<file path="src/design/assert_macros.svh">
// assertion macros shared by the orbit camera update block
// used by files that check their own control logic
`ifndef ASSERT_MACROS_SVH
`define ASSERT_MACROS_SVH
`define ASSERT_ALWAYS(lbl, clk, rst, cond, msg) \
   lbl: assert property (@(posedge clk) disable iff (rst) (cond)) else $error(msg);
`define ASSERT_IMPL(lbl, clk, rst, ante, cons, msg) \
   lbl: assert property (@(posedge clk) disable iff (rst) (ante) |-> (cons)) else $error(msg);
`define ASSERT_NEXT(lbl, clk, rst, ante, cons, msg) \
   lbl: assert property (@(posedge clk) disable iff (rst) (ante) |=> (cons)) else $error(msg);
`endif

</file>
<file path="src/design/ocu_pkg.sv">
// orbit camera update: shared constants, command and sine unit types
// no dependencies
package ocu_pkg;
   localparam int ANGLE_BITS_DEF = 20;
   localparam int COORD_BITS_DEF = 32;
   localparam int MAX_SCROLL_DEF = 8;
   localparam int CSR_DATA_W = 32;
   localparam int CSR_IDX_W = 2;
   localparam int DELTA_W = 16;
   localparam int STEPS_W = 5;
   localparam int SCROLL_W = 6;
   localparam int QUEUE_DEPTH = 2;

   localparam logic [CSR_IDX_W-1:0] CSR_HOME_DISTANCE = 2'd0;
   localparam logic [CSR_IDX_W-1:0] CSR_HOME_YAW = 2'd1;
   localparam logic [CSR_IDX_W-1:0] CSR_HOME_PITCH = 2'd2;

   localparam logic [31:0] HOME_DISTANCE_RST = 32'd327680;
   localparam logic [31:0] PI_Q30 = 32'd3373259426;
   localparam logic [22:0] RAD01_Q32 = 23'd6835653;
   localparam longint RAD0001_Q32 = 68357;
   localparam logic [30:0] GROW_Q30 = 31'd1181116006;
   localparam logic [30:0] SHRINK_Q30 = 31'd976128931;
   localparam logic [30:0] Q30_ONE = 31'h4000_0000;
   localparam logic [31:0] PAN_RECIP = 32'd2748779069;
   localparam int PAN_SHIFT = 38;
   localparam logic [6:0] PAN_DIV = 7'd100;
   localparam logic [5:0] PAN_BIAS = 6'd50;

   localparam logic [3:0] SC_SIN_LAST = 4'd4;
   localparam logic [3:0] SC_COS_FIRST = 4'd5;
   localparam logic [3:0] SC_COS_LAST = 4'd10;

   typedef enum logic [1:0] {
      KIND_IDLE = 2'd0,
      KIND_HOME = 2'd1,
      KIND_ROT  = 2'd2,
      KIND_PAN  = 2'd3
   } cmd_kind_type;

   typedef struct packed {
      cmd_kind_type kind;
      logic signed [DELTA_W-1:0] delta_x;
      logic signed [DELTA_W-1:0] delta_y;
      logic scroll_grow;
      logic [SCROLL_W-1:0] scroll_cnt;
   } cmd_type;

   typedef struct packed {
      logic done;
      logic signed [31:0] sin_val;
      logic signed [31:0] cos_val;
   } sc_rsp_type;

   // floor(2^32 / den) of the series terms, sine terms first
   function automatic logic [31:0] sc_recip(input logic [3:0] k);
      case (k)
         4'd0: sc_recip = 32'd39045157;
         4'd1: sc_recip = 32'd59652323;
         4'd2: sc_recip = 32'd102261126;
         4'd3: sc_recip = 32'd214748364;
         4'd4: sc_recip = 32'd715827882;
         4'd5: sc_recip = 32'd32537631;
         4'd6: sc_recip = 32'd47721858;
         4'd7: sc_recip = 32'd76695844;
         4'd8: sc_recip = 32'd143165576;
         4'd9: sc_recip = 32'd357913941;
         4'd10: sc_recip = 32'd2147483648;
         default: sc_recip = 32'd0;
      endcase
   endfunction

   function automatic logic [7:0] sc_den(input logic [3:0] k);
      case (k)
         4'd0: sc_den = 8'd110;
         4'd1: sc_den = 8'd72;
         4'd2: sc_den = 8'd42;
         4'd3: sc_den = 8'd20;
         4'd4: sc_den = 8'd6;
         4'd5: sc_den = 8'd132;
         4'd6: sc_den = 8'd90;
         4'd7: sc_den = 8'd56;
         4'd8: sc_den = 8'd30;
         4'd9: sc_den = 8'd12;
         4'd10: sc_den = 8'd2;
         default: sc_den = 8'd1;
      endcase
   endfunction
endpackage

</file>
<file path="src/design/ocu_ifc.sv">
// orbit camera update: request, response and register write channels
// depends on ocu_pkg
interface ocu_req_if;
   import ocu_pkg::*;
   logic valid;
   logic ready;
   logic go_home;
   logic left_button;
   logic shift_held;
   logic signed [DELTA_W-1:0] delta_x;
   logic signed [DELTA_W-1:0] delta_y;
   logic signed [STEPS_W-1:0] scroll_steps;
   modport source(output valid, go_home, left_button, shift_held, delta_x, delta_y,
                  scroll_steps, input ready);
   modport sink(input valid, go_home, left_button, shift_held, delta_x, delta_y,
                scroll_steps, output ready);
endinterface


</file>
<file path="src/design/ocu_front.sv">
// orbit camera update front: takes request words, classifies them, queues commands
// depends on ocu_pkg, ocu_ifc, assert_macros.svh
`include "assert_macros.svh"
module ocu_front #(
   parameter int MAX_SCROLL = ocu_pkg::MAX_SCROLL_DEF
) (
   input  logic clock,
   input  logic reset,
   ocu_req_if.sink req_ch,
   input  logic pop,
   output ocu_pkg::cmd_type cmd,
   output logic cmd_valid
);
   import ocu_pkg::*;

   localparam int PTR_W = $clog2(QUEUE_DEPTH);
   localparam int CNT_W = $clog2(QUEUE_DEPTH + 1);

   cmd_type q_ff [QUEUE_DEPTH];
   logic [PTR_W-1:0] wr_ptr_ff, wr_ptr_in, rd_ptr_ff, rd_ptr_in;
   logic [CNT_W-1:0] cnt_ff, cnt_in;
   cmd_type new_cmd;
   logic push;
   logic signed [6:0] steps, steps_sat, max_s;

   always_comb begin
      max_s = 7'(MAX_SCROLL);
      steps = 7'(req_ch.scroll_steps);
      if (steps > max_s) begin
         steps_sat = max_s;
      end else if (steps < -max_s) begin
         steps_sat = -max_s;
      end else begin
         steps_sat = steps;
      end
      new_cmd.delta_x = req_ch.delta_x;
      new_cmd.delta_y = req_ch.delta_y;
      new_cmd.scroll_grow = steps_sat[6];
      new_cmd.scroll_cnt = steps_sat[6] ? SCROLL_W'(-steps_sat) : SCROLL_W'(steps_sat);
      if (req_ch.go_home) begin
         new_cmd.kind = KIND_HOME;
         new_cmd.scroll_cnt = '0;
      end else if (!req_ch.left_button) begin
         new_cmd.kind = KIND_IDLE;
      end else if (req_ch.shift_held) begin
         new_cmd.kind = KIND_PAN;
      end else begin
         new_cmd.kind = KIND_ROT;
      end
   end

   assign req_ch.ready = (cnt_ff != CNT_W'(QUEUE_DEPTH));
   assign push = req_ch.valid && req_ch.ready;
   assign cmd_valid = (cnt_ff != '0);
   assign cmd = q_ff[rd_ptr_ff];

   always_comb begin
      wr_ptr_in = wr_ptr_ff;
      rd_ptr_in = rd_ptr_ff;
      cnt_in = cnt_ff;
      if (push) begin
         wr_ptr_in = (wr_ptr_ff == PTR_W'(QUEUE_DEPTH - 1)) ? '0 : wr_ptr_ff + 1'b1;
      end
      if (pop) begin
         rd_ptr_in = (rd_ptr_ff == PTR_W'(QUEUE_DEPTH - 1)) ? '0 : rd_ptr_ff + 1'b1;
      end
      if (push && !pop) begin
         cnt_in = cnt_ff + 1'b1;
      end else if (pop && !push) begin
         cnt_in = cnt_ff - 1'b1;
      end
   end

   always_ff @(posedge clock) begin
      if (reset) begin
         wr_ptr_ff <= '0;
         rd_ptr_ff <= '0;
         cnt_ff <= '0;
      end else begin
         wr_ptr_ff <= wr_ptr_in;
         rd_ptr_ff <= rd_ptr_in;
         cnt_ff <= cnt_in;
      end
   end

   always_ff @(posedge clock) begin
      if (push) begin
         q_ff[wr_ptr_ff] <= new_cmd;
      end
   end

   `ASSERT_ALWAYS(a_queue_bound, clock, reset, cnt_ff <= CNT_W'(QUEUE_DEPTH), "queue overfull")
   `ASSERT_IMPL(a_pop_nonempty, clock, reset, pop, cnt_ff != '0, "pop from empty queue")
endmodule

</file>
<file path="src/flat_wrapper.sv">
// flat-port wrapper written by rule: the top's interface ports become plain ports
module ocu_front_flat import ocu_pkg::*;
#(
   parameter int MAX_SCROLL = ocu_pkg::MAX_SCROLL_DEF
)
  (clock, reset, pop, cmd, cmd_valid, req_ch_valid, req_ch_go_home, req_ch_left_button, req_ch_shift_held, req_ch_delta_x, req_ch_delta_y, req_ch_scroll_steps, req_ch_ready);
  ocu_req_if req_ch_i ();
  input  logic clock;
  input  logic reset;
  input  logic pop;
  output ocu_pkg::cmd_type cmd;
  output logic cmd_valid;
  input wire logic [$bits(req_ch_i.valid)-1:0] req_ch_valid;
  input wire logic [$bits(req_ch_i.go_home)-1:0] req_ch_go_home;
  input wire logic [$bits(req_ch_i.left_button)-1:0] req_ch_left_button;
  input wire logic [$bits(req_ch_i.shift_held)-1:0] req_ch_shift_held;
  input wire logic [$bits(req_ch_i.delta_x)-1:0] req_ch_delta_x;
  input wire logic [$bits(req_ch_i.delta_y)-1:0] req_ch_delta_y;
  input wire logic [$bits(req_ch_i.scroll_steps)-1:0] req_ch_scroll_steps;
  output wire logic [$bits(req_ch_i.ready)-1:0] req_ch_ready;
  assign req_ch_i.valid = req_ch_valid;
  assign req_ch_i.go_home = req_ch_go_home;
  assign req_ch_i.left_button = req_ch_left_button;
  assign req_ch_i.shift_held = req_ch_shift_held;
  assign req_ch_i.delta_x = req_ch_delta_x;
  assign req_ch_i.delta_y = req_ch_delta_y;
  assign req_ch_i.scroll_steps = req_ch_scroll_steps;
  assign req_ch_ready = req_ch_i.ready;
  ocu_front #(.MAX_SCROLL(MAX_SCROLL)) u_core (.clock(clock), .reset(reset), .req_ch(req_ch_i), .pop(pop), .cmd(cmd), .cmd_valid(cmd_valid));
endmodule
</file>
<file path="config.mk">
export PLATFORM = sky130hd
export DESIGN_NAME = ocu_front_flat
export DESIGN_NICKNAME = d
export VERILOG_FILES = /design/src/design/ocu_pkg.sv /design/src/design/ocu_ifc.sv /design/src/design/ocu_front.sv /design/src/flat_wrapper.sv
export VERILOG_INCLUDE_DIRS = /design/src /design/src/design
export SDC_FILE = /design/constraint.sdc
export NUM_CORES = 1
export LEC_CHECK = 0
export ABC_CLOCK_PERIOD_IN_PS = 5100
export BUFFER_PORTS_ARGS = -buffer_cell sky130_fd_sc_hd__buf_4
export CELL_PAD_IN_SITES_DETAIL_PLACEMENT = 2
export CELL_PAD_IN_SITES_GLOBAL_PLACEMENT = 2
export CORE_MARGIN = 5
export CORE_UTILIZATION = 40
export DETAILED_ROUTE_END_ITERATION = 8
export PLACE_DENSITY_LB_ADDON = 0.1
export SYNTH_ARGS = -nofsm -noshare
export SYNTH_HDL_FRONTEND = slang
export SYNTH_SLANG_ARGS = --single-unit
</file>
<file path="constraint.sdc">
create_clock -name clock -period 5.1 [get_ports clock]
set_clock_uncertainty 0.05 [all_clocks]
set_input_delay 0.51 -clock clock [delete_from_list [all_inputs] [get_ports clock]]
set_output_delay 0.51 -clock clock [all_outputs]
set_load 0.02 [all_outputs]
</file>
# Word level (Yosys, flattened, before mapping)
# Memories as Yosys holds them, arrays and structs flattened. A register that Yosys moved wholly into a read port is not among the register bits.
# Cells that the tools add are included.
[totals] regBits=4 mem_bits_rw=82 word_cells=34 mem_count=1
[op_classes] n_addsub=5 magnitude_cmp=2 eq_ne=1 mux=15 reduce_logical=7
[memory_table] memory="u_core.q_ff" depth=2 width=41 read_ports=1 rd_ports_with_merged_regs=1 wr=1 line_no="ocu_front.sv:19" rtl="cmd_type q_ff [QUEUE_DEPTH];"
[ops] cell="two-way mux 7 bit" count=2
[ops] cell="two-way mux 6 bit" count=2
[ops] cell="two-way mux 2 bit" count=4
[ops] cell="two-way mux 1 bit" count=7
[ops] cell="negator 6 bit" count=1
[ops] cell="greater-than comparator 5 bit, second input constant" count=1
[ops] cell="< comparator 5 x 4 -> 1 bit, second input constant" count=1
[ops] cell="nonzero test 2 bit" count=2
[ops] cell="logical AND 1 bit" count=3
[ops] cell="adder 1 bit, second input constant" count=2
[ops] cell="adder 2 x 1 -> 2 bit, second input constant" count=1
[ops] cell="zero test 1 bit" count=2
[ops] cell="!= test 2 bit, second input constant" count=1
[ops] cell="subtractor 2 x 1 -> 2 bit, second input constant" count=1

# Longest topological paths before layout
[depth] depth_word=6 ltp_mapped=6 ltp_nobuf=6

# Least setup slack after synthesis
# No wires, ideal clock.
[synth_timing] path_kind="register to register" startpoint="reg u_core.cnt_ff[0]" endpoint="mem u_core.q_ff[1][0] in the netlist's numbering, enable pin" setup_time_ns=0.402 arrival_time_ns=1.613 required_time_ns=4.648 setup_slack_ns=3.034 stages_incl_launch_ff=3 path_buffers=0 synth_period_minus_slack_ns=2.066 cell_sequence="dfxtp_1 > nand2b_4 > and3_1"
[synth_between] elab_chain_cells=4
[synth_lines] item="start: declaration" line_no="ocu_front.sv:21" rtl="logic [CNT_W-1:0] cnt_ff, cnt_in;"
[synth_lines] item="start signal: assignment" line_no="ocu_front.sv:82" rtl="cnt_ff <= cnt_in;"
[synth_lines] item="!= test 2 bit" line_no="ocu_front.sv:52" rtl="assign req_ch.ready = (cnt_ff != CNT_W'(QUEUE_DEPTH));"
[synth_lines] item="via req_ch_ready" line_no="flat_wrapper.sv:20" rtl="output wire logic [$bits(req_ch_i.ready)-1:0] req_ch_ready;"
[synth_lines] item="logical AND 1 bit" line_no="ocu_front.sv:53" rtl="assign push = req_ch.valid && req_ch.ready;"
[synth_lines] item="two-way mux 1 bit" line_no="ocu_front.sv:87" rtl="if (push) begin"
[synth_lines] item="two-way mux 1 bit (implied by the code)" line_no="ocu_front.sv:88" rtl="q_ff[wr_ptr_ff] <= new_cmd;"
[synth_lines] item="end: declaration" line_no="ocu_front.sv:19"
# The timed path passes the listed nets, and every way through them passes these cells.

==> impl_metrics.toml <==
[critical_path]
crit_buf_inv = 1
endpoint_kind = "output pin"
cp_slowest_cell = "dfxtp_2"
cp_max_fo = 41
critPathMaxStageDelay_ns = 1.00
path_delay_family = "flip-flops"
worstPathArrival_ns = 1.98
critPathLaunchType = "register"
path_class = "reg -> out"
cp_cell_sequence = "mux2_2 > buf_4"
r2r_start = "u_core.cnt_ff[0]"
cp.required_ns = 4.54

[timing]
slew_violations = 0
setup_viol = 0
maxSlewHeadroom_pct = 31.6
timing.final.crit_share_pct = 49.8
min_period_ns = 2.54
final_hold_viol_count = 0
setup_tns_ns = 0
tightest_slew_ns = 1.03
clock.fmax_ghz = 0.393
fin_ws_ns = 2.56
rsz0062_at_grt = "false"

[layout]
nets = 311
antenna_cells = 0
layout_common_cells = "buf_4, edfxtp_1, mux2_2"
num-fill-cells = 754
final_layout_size_suffix_gt1_share_pct = 52.6
final_cells = 375
area_delta_synth_final_pct = 27.9
layout_commonest_cell = "buf_4"

[cts]
clock_tree.root_cell = "clkbuf_8"
holdBufCountCts = 0
cts_buffers = 9
tritoncts = "built"
clk_pin_slew_ns = 0.09
cts_max_path_buffers = 2
cts-resized-gates = 0
cts_setup_buffers = 0
cts_max_level = 3
cts_sinks = 87
insertion_delay_ns = 0.34

[global_route]
grt_pass1_vias = 2065
overflow = 0
grt_use_total_pct = 14.0
grt_max_degree = 42
antenna_found_initial = 0
grt_first_pass_wirelength_microns = 10500

[synthesis]
yosysSeqAreaShare_pct = 77.8
async_flop_share_pct = 0
ys_ff_latch = 87
synth_area_sq_um = 3300
syn-instance-count = 171
synth_ff_type = "edfxtp_1"
avgSynthCellArea_sq_um = 19.3
yosysTopAreaCellShare_pct = 74.7
synthDistinctLibCells = 29
yosysWarnings = 0
yosysTopAreaCell = "edfxtp_1"
synth-edff-count = 82
synth.top_cells.by_area = "edfxtp_1, mux2_2, dfxtp_1, mux2_1, xnor2_1"

[drt]
drt_iter0_drc = 48
dr.pass1.iters = 4
ant_nets = 0
via_count = 1834
avgRoutedWirePerCell_microns = 18.2
viasPerCell = 4.89
drt-total-wl_microns = 6830
drc = 0

[flow_run]
drv_cap = 0

[place]
dpl.cell_count = 359
place.gp.congestion = 0.694
dpl.hpwl_microns = 4690
dpl_worst_slack_ns = 2.89
port_buffers = 86

[hold_path]
hold_path_class = "in -> reg"
holdCritStartpoint = "req_ch_delta_y[0]"

[die]
die_w_microns = 101
num_rows = 33
num_io_pins = 87
dieArea_sq_um = 10200
initial_utilization_pct = 40.5
core_sq_um = 8130
fp.dieH_microns = 101

[power_and_ir_drop]
power.leakage_uw = 0.00158
peakVddDrop_mv = 0.152
p_per_area_nw_per_um2 = 386
power.total_uw = 1630

[run_status]
status = "finished clean"
state kept, by name, indices dropped and copies added (netlist names), named ones only:
register,count
u_core.q_ff,82
u_core.cnt_ff,2
u_core.rd_ptr_ff,1
u_core.wr_ptr_ff,1
power by group:
group	switching, uW	total [uW]	internal [uW]
clock network	231	407	175
logic	171	320	150
registers	32.6	899	866
total	435	1630	1190
logic make-up after synthesis:
group / Yosys count / share of synthesized area (%)
fa+ha+maj: 2 / 0.759
simple gates: 19 / 3.27
other cells: 1 / 0.114
compound gates: 8 / 1.67
buf+inv: 8 / 1.10
flops: 87 / 77.8
mux: 41 / 14.0
xor+xnor: 5 / 1.33
through the flow:
stage	instance area [sq um]	hold WS, ns	util [%]
after floorplan	3310	0.430	-
after global placement	4060	0.450	49.9
after detailed placement	4060	0.456	49.9
after CTS	4220	0.269	51.8
after global routing	4220	0.265	51.8
final	4220	0.290	51.8
metal layers:
layer	track usage, %	wire (microns)	vias up
met1	16.0	2740	928
met3	2.77	376	9
met2	25.1	3610	61
li1	-	-	836
met4	6.53	100	0
met5	0	0	-
cell type report:
| class | instances | area (sq um) | share of cell area, % |
|---|---|---|---|
| timing repair buffer | 86 | 646 | 15.3 |
| clock inverter | 4 | 23.8 | 0.564 |
| tap | 105 | 131 | 3.12 |
| multi-input combinational | 79 | 709 | 16.8 |
| sequential | 87 | 2560 | 60.8 |
| inverter | 2 | 7.51 | 0.178 |
| clock buffer | 12 | 135 | 3.20 |
worst paths after layout:
check                           end  slack, ns  depth (start not counted)
setup reg to reg  u_core.q_ff[1][3]       3.20                          2
hold reg to reg    u_core.rd_ptr_ff       0.47                          2
setup / recovery            cmd[29]       2.56                          2
hold / removal    u_core.q_ff[1][7]       0.29                          1
Yosys cell counts, types with 2 or more instances:
cell type  count
nor2_1         6
nand2_1        3
ha_1           2
dfxtp_1        5
xnor2_1        3
mux2_1         3
buf_2          5
o21ai_0        2
edfxtp_1      82
xor2_1         2
mux2_2        38
inv_1          2
a21oi_1        2
Note: power is estimated with default switching activity, not from simulation.
