===== config.mk =====
export PLATFORM = sky130hd
export DESIGN_NAME = ocu_sincos
export DESIGN_NICKNAME = d
export VERILOG_FILES = /design/src/design/ocu_pkg.sv /design/src/design/ocu_sincos.sv
export VERILOG_INCLUDE_DIRS = /design/src /design/src/design
export SDC_FILE = /design/constraint.sdc
export NUM_CORES = 2
export LEC_CHECK = 0
export BUFFER_PORTS_ARGS = -buffer_cell sky130_fd_sc_hd__buf_4
export CELL_PAD_IN_SITES_DETAIL_PLACEMENT = 1
export CELL_PAD_IN_SITES_GLOBAL_PLACEMENT = 1
export CORE_UTILIZATION = 30
export DETAILED_ROUTE_END_ITERATION = 6
export PLACE_DENSITY = 0.61
export SLEW_MARGIN = 30
export SYNTH_ARGS = -nofsm -noshare
export SYNTH_HDL_FRONTEND = slang
export SYNTH_SLANG_ARGS = --single-unit
export TNS_END_PERCENT = 5

===== constraint.sdc =====
create_clock -name clock -period 14.85 [get_ports clock]
set_clock_uncertainty 0.15 [all_clocks]
set_input_delay 2.97 -clock clock [delete_from_list [all_inputs] [get_ports clock]]
set_output_delay 2.97 -clock clock [all_outputs]
set_load 0.01 [all_outputs]

===== src/design/assert_macros.svh =====
// assertion macros shared by the orbit camera update block
// used by files that check their own control logic
`ifndef ASSERT_MACROS_SVH
`define ASSERT_MACROS_SVH
`define ASSERT_ALWAYS(lbl, clk, rst, cond, msg) \
   lbl: assert property (@(posedge clk) disable iff (rst) (cond)) else $error(msg);
`define ASSERT_IMPL(lbl, clk, rst, ante, cons, msg) \
   lbl: assert property (@(posedge clk) disable iff (rst) (ante) |-> (cons)) else $error(msg);
`define ASSERT_NEXT(lbl, clk, rst, ante, cons, msg) \
   lbl: assert property (@(posedge clk) disable iff (rst) (ante) |=> (cons)) else $error(msg);
`endif


===== src/design/ocu_pkg.sv =====
// orbit camera update: shared constants, command and sine unit types
// no dependencies
package ocu_pkg;
   localparam int ANGLE_BITS_DEF = 20;
   localparam int COORD_BITS_DEF = 32;
   localparam int MAX_SCROLL_DEF = 8;
   localparam int CSR_DATA_W = 32;
   localparam int CSR_IDX_W = 2;
   localparam int DELTA_W = 16;
   localparam int STEPS_W = 5;
   localparam int SCROLL_W = 6;
   localparam int QUEUE_DEPTH = 2;

   localparam logic [CSR_IDX_W-1:0] CSR_HOME_DISTANCE = 2'd0;
   localparam logic [CSR_IDX_W-1:0] CSR_HOME_YAW = 2'd1;
   localparam logic [CSR_IDX_W-1:0] CSR_HOME_PITCH = 2'd2;

   localparam logic [31:0] HOME_DISTANCE_RST = 32'd327680;
   localparam logic [31:0] PI_Q30 = 32'd3373259426;
   localparam logic [22:0] RAD01_Q32 = 23'd6835653;
   localparam longint RAD0001_Q32 = 68357;
   localparam logic [30:0] GROW_Q30 = 31'd1181116006;
   localparam logic [30:0] SHRINK_Q30 = 31'd976128931;
   localparam logic [30:0] Q30_ONE = 31'h4000_0000;
   localparam logic [31:0] PAN_RECIP = 32'd2748779069;
   localparam int PAN_SHIFT = 38;
   localparam logic [6:0] PAN_DIV = 7'd100;
   localparam logic [5:0] PAN_BIAS = 6'd50;

   localparam logic [3:0] SC_SIN_LAST = 4'd4;
   localparam logic [3:0] SC_COS_FIRST = 4'd5;
   localparam logic [3:0] SC_COS_LAST = 4'd10;

   typedef enum logic [1:0] {
      KIND_IDLE = 2'd0,
      KIND_HOME = 2'd1,
      KIND_ROT  = 2'd2,
      KIND_PAN  = 2'd3
   } cmd_kind_type;

   typedef struct packed {
      cmd_kind_type kind;
      logic signed [DELTA_W-1:0] delta_x;
      logic signed [DELTA_W-1:0] delta_y;
      logic scroll_grow;
      logic [SCROLL_W-1:0] scroll_cnt;
   } cmd_type;

   typedef struct packed {
      logic done;
      logic signed [31:0] sin_val;
      logic signed [31:0] cos_val;
   } sc_rsp_type;

   // floor(2^32 / den) of the series terms, sine terms first
   function automatic logic [31:0] sc_recip(input logic [3:0] k);
      case (k)
         4'd0: sc_recip = 32'd39045157;
         4'd1: sc_recip = 32'd59652323;
         4'd2: sc_recip = 32'd102261126;
         4'd3: sc_recip = 32'd214748364;
         4'd4: sc_recip = 32'd715827882;
         4'd5: sc_recip = 32'd32537631;
         4'd6: sc_recip = 32'd47721858;
         4'd7: sc_recip = 32'd76695844;
         4'd8: sc_recip = 32'd143165576;
         4'd9: sc_recip = 32'd357913941;
         4'd10: sc_recip = 32'd2147483648;
         default: sc_recip = 32'd0;
      endcase
   endfunction

   function automatic logic [7:0] sc_den(input logic [3:0] k);
      case (k)
         4'd0: sc_den = 8'd110;
         4'd1: sc_den = 8'd72;
         4'd2: sc_den = 8'd42;
         4'd3: sc_den = 8'd20;
         4'd4: sc_den = 8'd6;
         4'd5: sc_den = 8'd132;
         4'd6: sc_den = 8'd90;
         4'd7: sc_den = 8'd56;
         4'd8: sc_den = 8'd30;
         4'd9: sc_den = 8'd12;
         4'd10: sc_den = 8'd2;
         default: sc_den = 8'd1;
      endcase
   endfunction
endpackage


===== src/design/ocu_sincos.sv =====
// orbit camera update: iterative sine and cosine in Q30 over a shared multiplier
// depends on ocu_pkg, assert_macros.svh
`include "assert_macros.svh"
module ocu_sincos #(
   parameter int ANGLE_BITS = ocu_pkg::ANGLE_BITS_DEF
) (
   input  logic clock,
   input  logic reset,
   input  logic start,
   input  logic [ANGLE_BITS-1:0] angle,
   output ocu_pkg::sc_rsp_type rsp
);
   import ocu_pkg::*;

   typedef enum logic [7:0] {
      SC_IDLE = 8'b0000_0001,
      SC_X    = 8'b0000_0010,
      SC_X2   = 8'b0000_0100,
      SC_Q    = 8'b0000_1000,
      SC_C    = 8'b0001_0000,
      SC_T    = 8'b0010_0000,
      SC_S    = 8'b0100_0000,
      SC_FIN  = 8'b1000_0000
   } sc_state_type;

   sc_state_type state_ff, state_in;
   logic [2:0] oct_ff, oct_in;
   logic [29:0] r_ff, r_in, x_ff, x_in, x2_ff, x2_in, q_ff, q_in;
   logic [30:0] t_ff, t_in, s_ff, s_in;
   logic [3:0] k_ff, k_in;
   sc_rsp_type rsp_ff, rsp_in;
   logic [31:0] a32, ma, mb;
   logic [63:0] prod;
   logic [37:0] qd;
   logic [29:0] rem;
   logic [30:0] sv, cv;
   logic swap;

   assign prod = 64'(ma) * 64'(mb);
   assign rsp = rsp_ff;

   always_comb begin
      state_in = state_ff;
      oct_in = oct_ff;
      r_in = r_ff;
      x_in = x_ff;
      x2_in = x2_ff;
      q_in = q_ff;
      t_in = t_ff;
      s_in = s_ff;
      k_in = k_ff;
      rsp_in = rsp_ff;
      rsp_in.done = 1'b0;
      ma = '0;
      mb = '0;
      a32 = 32'(angle) << (32 - ANGLE_BITS);
      qd = 38'(q_ff) * 38'(sc_den(k_ff));
      rem = x2_ff - 30'(qd);
      swap = oct_ff[0] ^ oct_ff[1];
      sv = swap ? t_ff : s_ff;
      cv = swap ? s_ff : t_ff;
      case (state_ff)
         SC_IDLE: begin
            if (start) begin
               oct_in = a32[31:29];
               r_in = a32[29] ? 30'h2000_0000 - 30'(a32[28:0]) : 30'(a32[28:0]);
               state_in = SC_X;
            end
         end
         SC_X: begin
            ma = 32'(r_ff);
            mb = PI_Q30;
            x_in = 30'((prod + 64'h4000_0000) >> 31);
            state_in = SC_X2;
         end
         SC_X2: begin
            ma = 32'(x_ff);
            mb = 32'(x_ff);
            x2_in = 30'((prod + 64'h2000_0000) >> 30);
            t_in = Q30_ONE;
            k_in = '0;
            state_in = SC_Q;
         end
         SC_Q: begin
            ma = 32'(x2_ff);
            mb = sc_recip(k_ff);
            q_in = 30'(prod >> 32);
            state_in = SC_C;
         end
         SC_C: begin
            if (rem >= 30'(sc_den(k_ff))) begin
               q_in = q_ff + 1'b1;
            end
            state_in = SC_T;
         end
         SC_T: begin
            ma = 32'(q_ff);
            mb = 32'(t_ff);
            t_in = Q30_ONE - 31'((prod + 64'h2000_0000) >> 30);
            if (k_ff == SC_SIN_LAST) begin
               state_in = SC_S;
            end else if (k_ff == SC_COS_LAST) begin
               state_in = SC_FIN;
            end else begin
               k_in = k_ff + 1'b1;
               state_in = SC_Q;
            end
         end
         SC_S: begin
            ma = 32'(x_ff);
            mb = 32'(t_ff);
            s_in = 31'((prod + 64'h2000_0000) >> 30);
            t_in = Q30_ONE;
            k_in = SC_COS_FIRST;
            state_in = SC_Q;
         end
         SC_FIN: begin
            rsp_in.done = 1'b1;
            rsp_in.sin_val = oct_ff[2] ? -$signed({1'b0, sv}) : $signed({1'b0, sv});
            rsp_in.cos_val = (oct_ff[2] ^ oct_ff[1]) ? -$signed({1'b0, cv})
                                                    : $signed({1'b0, cv});
            state_in = SC_IDLE;
         end
         default: begin
            state_in = SC_IDLE;
         end
      endcase
   end

   always_ff @(posedge clock) begin
      if (reset) begin
         state_ff <= SC_IDLE;
         rsp_ff.done <= 1'b0;
      end else begin
         state_ff <= state_in;
         rsp_ff.done <= rsp_in.done;
      end
   end

   always_ff @(posedge clock) begin
      oct_ff <= oct_in;
      r_ff <= r_in;
      x_ff <= x_in;
      x2_ff <= x2_in;
      q_ff <= q_in;
      t_ff <= t_in;
      s_ff <= s_in;
      k_ff <= k_in;
      rsp_ff.sin_val <= rsp_in.sin_val;
      rsp_ff.cos_val <= rsp_in.cos_val;
   end

   `ASSERT_IMPL(a_start_idle, clock, reset, start, state_ff == SC_IDLE, "start while busy")
endmodule


Yosys cells after proc, flatten, opt, wreduce, memory -nomap -nowiden
Memory sizes are Yosys's and may differ from the RTL's. A register that Yosys moved wholly into a read port is not among the register bits.
Index checks and enable logic that the tools add are counted.
{"block": "word_totals", "register_bits": 262, "rom_bits": 752, "input_bits": 23, "output_inout_bits": 65, "wordCells": 76, "n_memories": 3}
{"name": "(no name shown)", "depth": 16, "word_bits": 31, "read_ports": 1, "rd_clocked_by_memory_dff": 1, "wr": 0, "line_no": "ocu_pkg.sv:57", "text": "case (k)"}
{"name": "(no name shown)", "depth": 16, "word_bits": 8, "read_ports": 1, "rd_clocked_by_memory_dff": 1, "wr": 0, "line_no": "ocu_pkg.sv:74", "text": "case (k)"}
{"name": "(no name shown)", "depth": 16, "word_bits": 8, "read_ports": 1, "rd_clocked_by_memory_dff": 1, "wr": 0, "line_no": "ocu_pkg.sv:74"}
{"block": "op_classes", "addsub": 9, "mul": 2, "magnitude_cmp": 1, "n_eq_ne": 14, "muxes": 22, "bitwise": 2, "n_reduce_logical": 8}
{"operator": "$pmux 32 s4", "count": 1}
{"operator": "$pmux 30 s4", "count": 1}
{"operator": "$mux 65", "count": 1}
{"operator": "$mux 32", "count": 2}
{"operator": "$neg 31->32", "count": 2}
{"operator": "$mul 30x32->62", "count": 1}
{"operator": "$mux 31", "count": 2}
{"operator": "$pmux 31 s2", "count": 1}
{"operator": "$add 61x30->61 const B", "count": 1}
{"operator": "$add 61x31->61 const B", "count": 1}
{"operator": "$pmux 30 s2", "count": 1}
{"operator": "$pmux 8 s6", "count": 1}
{"operator": "$mux 8", "count": 4}
{"operator": "$sub 31x31->31 const A", "count": 1}
{"operator": "$add 30x1->30 const B", "count": 1}
{"operator": "$ge 30x8->1", "count": 1}
{"operator": "$mul 30x8->30", "count": 1}
{"operator": "$mux 30", "count": 1}
{"operator": "$sub 30x29->30 const A", "count": 1}
{"operator": "$sub 30x30->30", "count": 1}
{"operator": "$mux 29", "count": 1}
{"operator": "$mux 4", "count": 5}
{"operator": "$pmux 4 s3", "count": 1}
{"operator": "$eq 8x1->1 const B", "count": 1}
{"operator": "17 further kinds", "count": 24}

Longest topological paths before layout
{"block": "logic_depth", "depth_word": 7, "depth_mapped": 51, "depth_no_buf": 43}

Least setup slack after synthesis
OpenSTA, ideal clock, no wires.
{"block": "synth_path", "kind": "register to register", "startpoint": "register state_ff[4]", "endpoint": "register t_ff[28], data pin", "setup_time_ns": 0.262, "arrival_time_ns": 12.316, "t_required_ns": 14.438, "path_slack_ns": 2.122, "path_stages_with_launch": 44, "n_path_buf": 6, "synth_period_minus_slack_ns": 12.728, "cell_sequence": "dfxtp_1 > nor4_1 > clkbuf_1 > and3_1 > clkbuf_1 > buf_1 > nand2_1 > nand3_1 > nor2_1 > clkbuf_1 > nor2_1 > fa_1 > fa_1 > inv_1 > fa_1 > fa_1 > fa_1 > inv_1 > [... 8 more ...] > nor3b_1 > a2111oi_0 > a21oi_1 > xnor2_1 > ha_1 > nand2_1 > a2111o_1 > o311ai_2 > and2_1 > or4b_1 > clkbuf_1 > nor3_1 > xor2_1 > or4_1 > buf_2 > nor4_4 > nand3_1 > mux2_1"}
{"block": "synth_via", "elab_chain_len": 7, "word_cells_on_any_way": 13, "classes_between": "add/sub: 2; mul: 1; eq/ne: 5; mux: 3; reduce/logical: 2"}
{"element": "start, declared", "line_no": "ocu_sincos.sv:26", "text": "sc_state_type state_ff, state_in;"}
{"element": "start signal, assigned", "line_no": "ocu_sincos.sv:135", "text": "state_ff <= state_in;"}
{"element": "$eq 8x7->1 (tied with other cells)", "line_no": "ocu_sincos.sv:62", "text": "case (state_ff)"}
{"element": "$reduce_or 2->1 (no line)"}
{"element": "$pmux 30 s4 or $pmux 32 s4 (tied branches)", "line_no": "ocu_sincos.sv:62"}
{"element": "$mul 30x32->62", "line_no": "ocu_sincos.sv:39", "text": "assign prod = 64'(ma) * 64'(mb);"}
{"element": "$add 61x30->61", "line_no": "ocu_sincos.sv:99", "text": "t_in = Q30_ONE - 31'((prod + 64'h2000_0000) >> 30);"}
{"element": "$sub 31x31->31", "line_no": "ocu_sincos.sv:99"}
{"element": "$pmux 31 s2 (*)", "line_no": "ocu_sincos.sv:62"}
{"element": "end signal, assigned", "line_no": "ocu_sincos.sv:146", "text": "t_ff <= t_in;"}
{"element": "end, declared", "line_no": "ocu_sincos.sv:29", "text": "logic [30:0] t_ff, t_in, s_ff, s_in;"}
Mark *: on every way between the ends. The rest lies on a longest branch, timed or not.
A chain may end at the register's enable or synchronous reset.

Worst setup path in the final report
{"block": "layout_path", "startpoint": "register state_ff[3]", "endpoint": "register t_ff[28], data pin"}
The elaborated chain is that of the path after synthesis.

==> run metrics <==
hold crit path type=reg -> reg; setup violators final=0; Longest Clk Path Bufs=3; Async SR Flop Fraction=0; DR WL/cell=25.72 µm; postcts setup bufs=0; Cells after Synth=5915; sequential share of power=0.395; status=finished, final reports clean; RSZ-0062 raised after global routing=no; PwrDens=39.23 nW/µm²; largest net degree at the start of global routing=67; Worst-Margin Slew=1.053 ns; final std cells w/o fill=8280; crit path max fanout=26; Clock Sink Count=282; Pint=1.556 mW; GRT Residual Overflow=0; drt pass-1 iters=5; crit-path max cell delay=0.71 ns; Top Ports=88; max-cap viol count=0; #FFs+latches synth=282; top post-synthesis cells by area=fa_1 (38%), edfxtp_1 (14%), ha_1 (7.5%); first-pass GRT wire length=315100 µm; setup TNS=0 ns; post-synth top area cell=fa_1; drt initial violations=3507; top_reg_cell synth=edfxtp_1; Rel. slew slack=0.2956; number of flops mapped to enable cells by yosys=241; fillers=20610; Via Count=43160; Max Fclk=70.11 MHz; DP Cell Count=8215; Slew Viols, Final=0; synth warn=0; Leak Pwr=25.42 nW; Cell Rows=154; Mean Syn Cell Area=8.990 µm²; Core Region=176100 µm²; DIE AREA=178900 µm²; CP required=15.01 ns; top-count cell post-synth=inv_1; DP HPWL=174700 µm; clock latency on the worst-skew pair=0.59 ns; CTS Buf Count=34; vias in the first global route=46380; DRC Markers=0; Final nets=7256; TritonCTS clock tree=done; GPL Wtd Cong=0.9619; final hold vios=0; Post-CTS Hold Buffers=0; CP max-delay cell=o311ai_2; Synthesized Nets=7260; H-Tree Depth=2; DR vias/cell=5.213; effective utilization at floorplan=0.3019; Mapped Area=53170 µm²; Final period util=0.9605; Final Critical Period=14.26 ns; final hold slack=0.4266 ns; initial antenna violation count=12; Sw Share=0.3193; Comb power frac=0.226; CTS resizes=0; startpoint types=flip-flop; Reg clk slew, reported paths=0.07 ns; Die H=423.0 µm; area share of the largest cell type after synthesis=0.3784; root buf cell=clkbuf_16; fraction of layout cells with a size suffix above 1=0.06822; Max IR drop VDD=0.06758 mV; post-route ant nets=0; clock power share=0.379; CP arrival=14.42 ns; Worst setup EP type=flip-flop; Synth cell types=106; leading cell types by count after synthesis=inv_1 (1017), fa_1 (1005), nand2_1 (888); synthesis-to-finish area growth=9.586%; gr usage total=0.2380; DRT Wirelength=212900 µm; die width=423.0 µm; kind of critical path=reg -> reg; Psw=0.7300 mW; CP dominant cell by count=fa_1; number of port buffers=87; register area share after synthesis=0.1515
[critical path, delay by kind of cell (launching register included)]
family	cells	cell delay, ns
xor gates and xnor gates	2	0.39
and+or+nand+nor	14	4.67
adders and majority gates	10	4.62
muxes	1	0.35
DFF	1	0.36
buffers and inverters	11	1.73
AOI/OAI and AO/OA	3	1.69
[per-stage QoR]
step / instance area [µm²] / util / total power [mW] / worst slack [ns]
after floorplan: 53170 / - / 1.239 / 2.122
after global placement: 57070 / 0.3241 / 1.419 / 1.070
final: 58270 / 0.3309 / 2.286 / 0.5873
after global routing: 58260 / 0.3308 / 2.367 / 0.06143
after CTS: 58260 / 0.3308 / 2.295 / 0.8003
after detailed placement: 57140 / 0.3245 / 1.432 / 0.8582
[per-layer routing]
metal | track usage | up-vias | share of wire
met5 | 0 | - | 0.00022
met4 | 0.08610 | 6 | 0.044
met3 | 0.03750 | 323 | 0.073
met2 | 0.3767 | 1512 | 0.45
met1 | 0.3277 | 22820 | 0.43
li1 | - | 18500 | -
[cell type report]
cell class / instances / area [µm²] / share of cell area
clock buffers: 47 / 919.6 / 0.01578
flip-flops and latches: 282 / 8059 / 0.1383
diodes: 3 / 7.507 / 0.0001288
repair buffers: 258 / 1958 / 0.03360
well taps: 2340 / 2928 / 0.05024
clock inverters: 15 / 197.7 / 0.003393
inverters: 1019 / 3825 / 0.06564
multi-input cells: 4316 / 40380 / 0.6929
[power by group through the flow]
stage	registers, mW	clock network, mW	logic [mW]
global placement	0.919	0	0.500
global route	0.903	0.904	0.560
CTS	0.902	0.876	0.517
detailed placement	0.919	0	0.513
finish	0.904	0.866	0.517
floorplan	0.906	0	0.333
[worst paths after layout]
| kind | endpoint | startpoint | slack [ns] | cells past startpoint |
|---|---|---|---|---|
| max reg2reg | t_ff[28] | state_ff[3] | 0.59 | 41 |
| max | t_ff[28] | state_ff[3] | 0.59 | 41 |
| min | state_ff[1] | state_ff[1] | 0.43 | 2 |
| min reg2reg | state_ff[1] | state_ff[1] | 0.43 | 2 |
[placed cells by master, fill, tap and decap left out, types with 18 or more instances in the layout]
cell / n
nor2b_1: 24
dfxtp_1: 40
nor3_1: 121
nand2_1: 887
a21oi_1: 124
a21o_1: 42
buf_4: 253
o21bai_1: 18
and3_1: 39
nor2_1: 685
inv_1: 1016
and2_1: 108
clkbuf_16: 34
nand3_1: 58
nor4_1: 27
mux2i_1: 71
ha_1: 317
fa_1: 1005
xnor2_1: 140
o21ai_0: 108
and4_1: 23
edfxtp_1: 241
xor2_1: 98
a221o_1: 25
o21a_1: 23
nand4_1: 57
a22oi_1: 18
[kinds of logic after synthesis]
kind of cell,count (synthesis),share of synthesized area
and+or+nand+nor,2156,0.1806
adders and majority gates,1322,0.4530
buffers and inverters,1317,0.09320
AOI/OAI and AO/OA,518,0.06619
DFF,282,0.1515
xor gates and xnor gates,245,0.04127
muxes,75,0.01421
(Power assumes the default switching activity.)
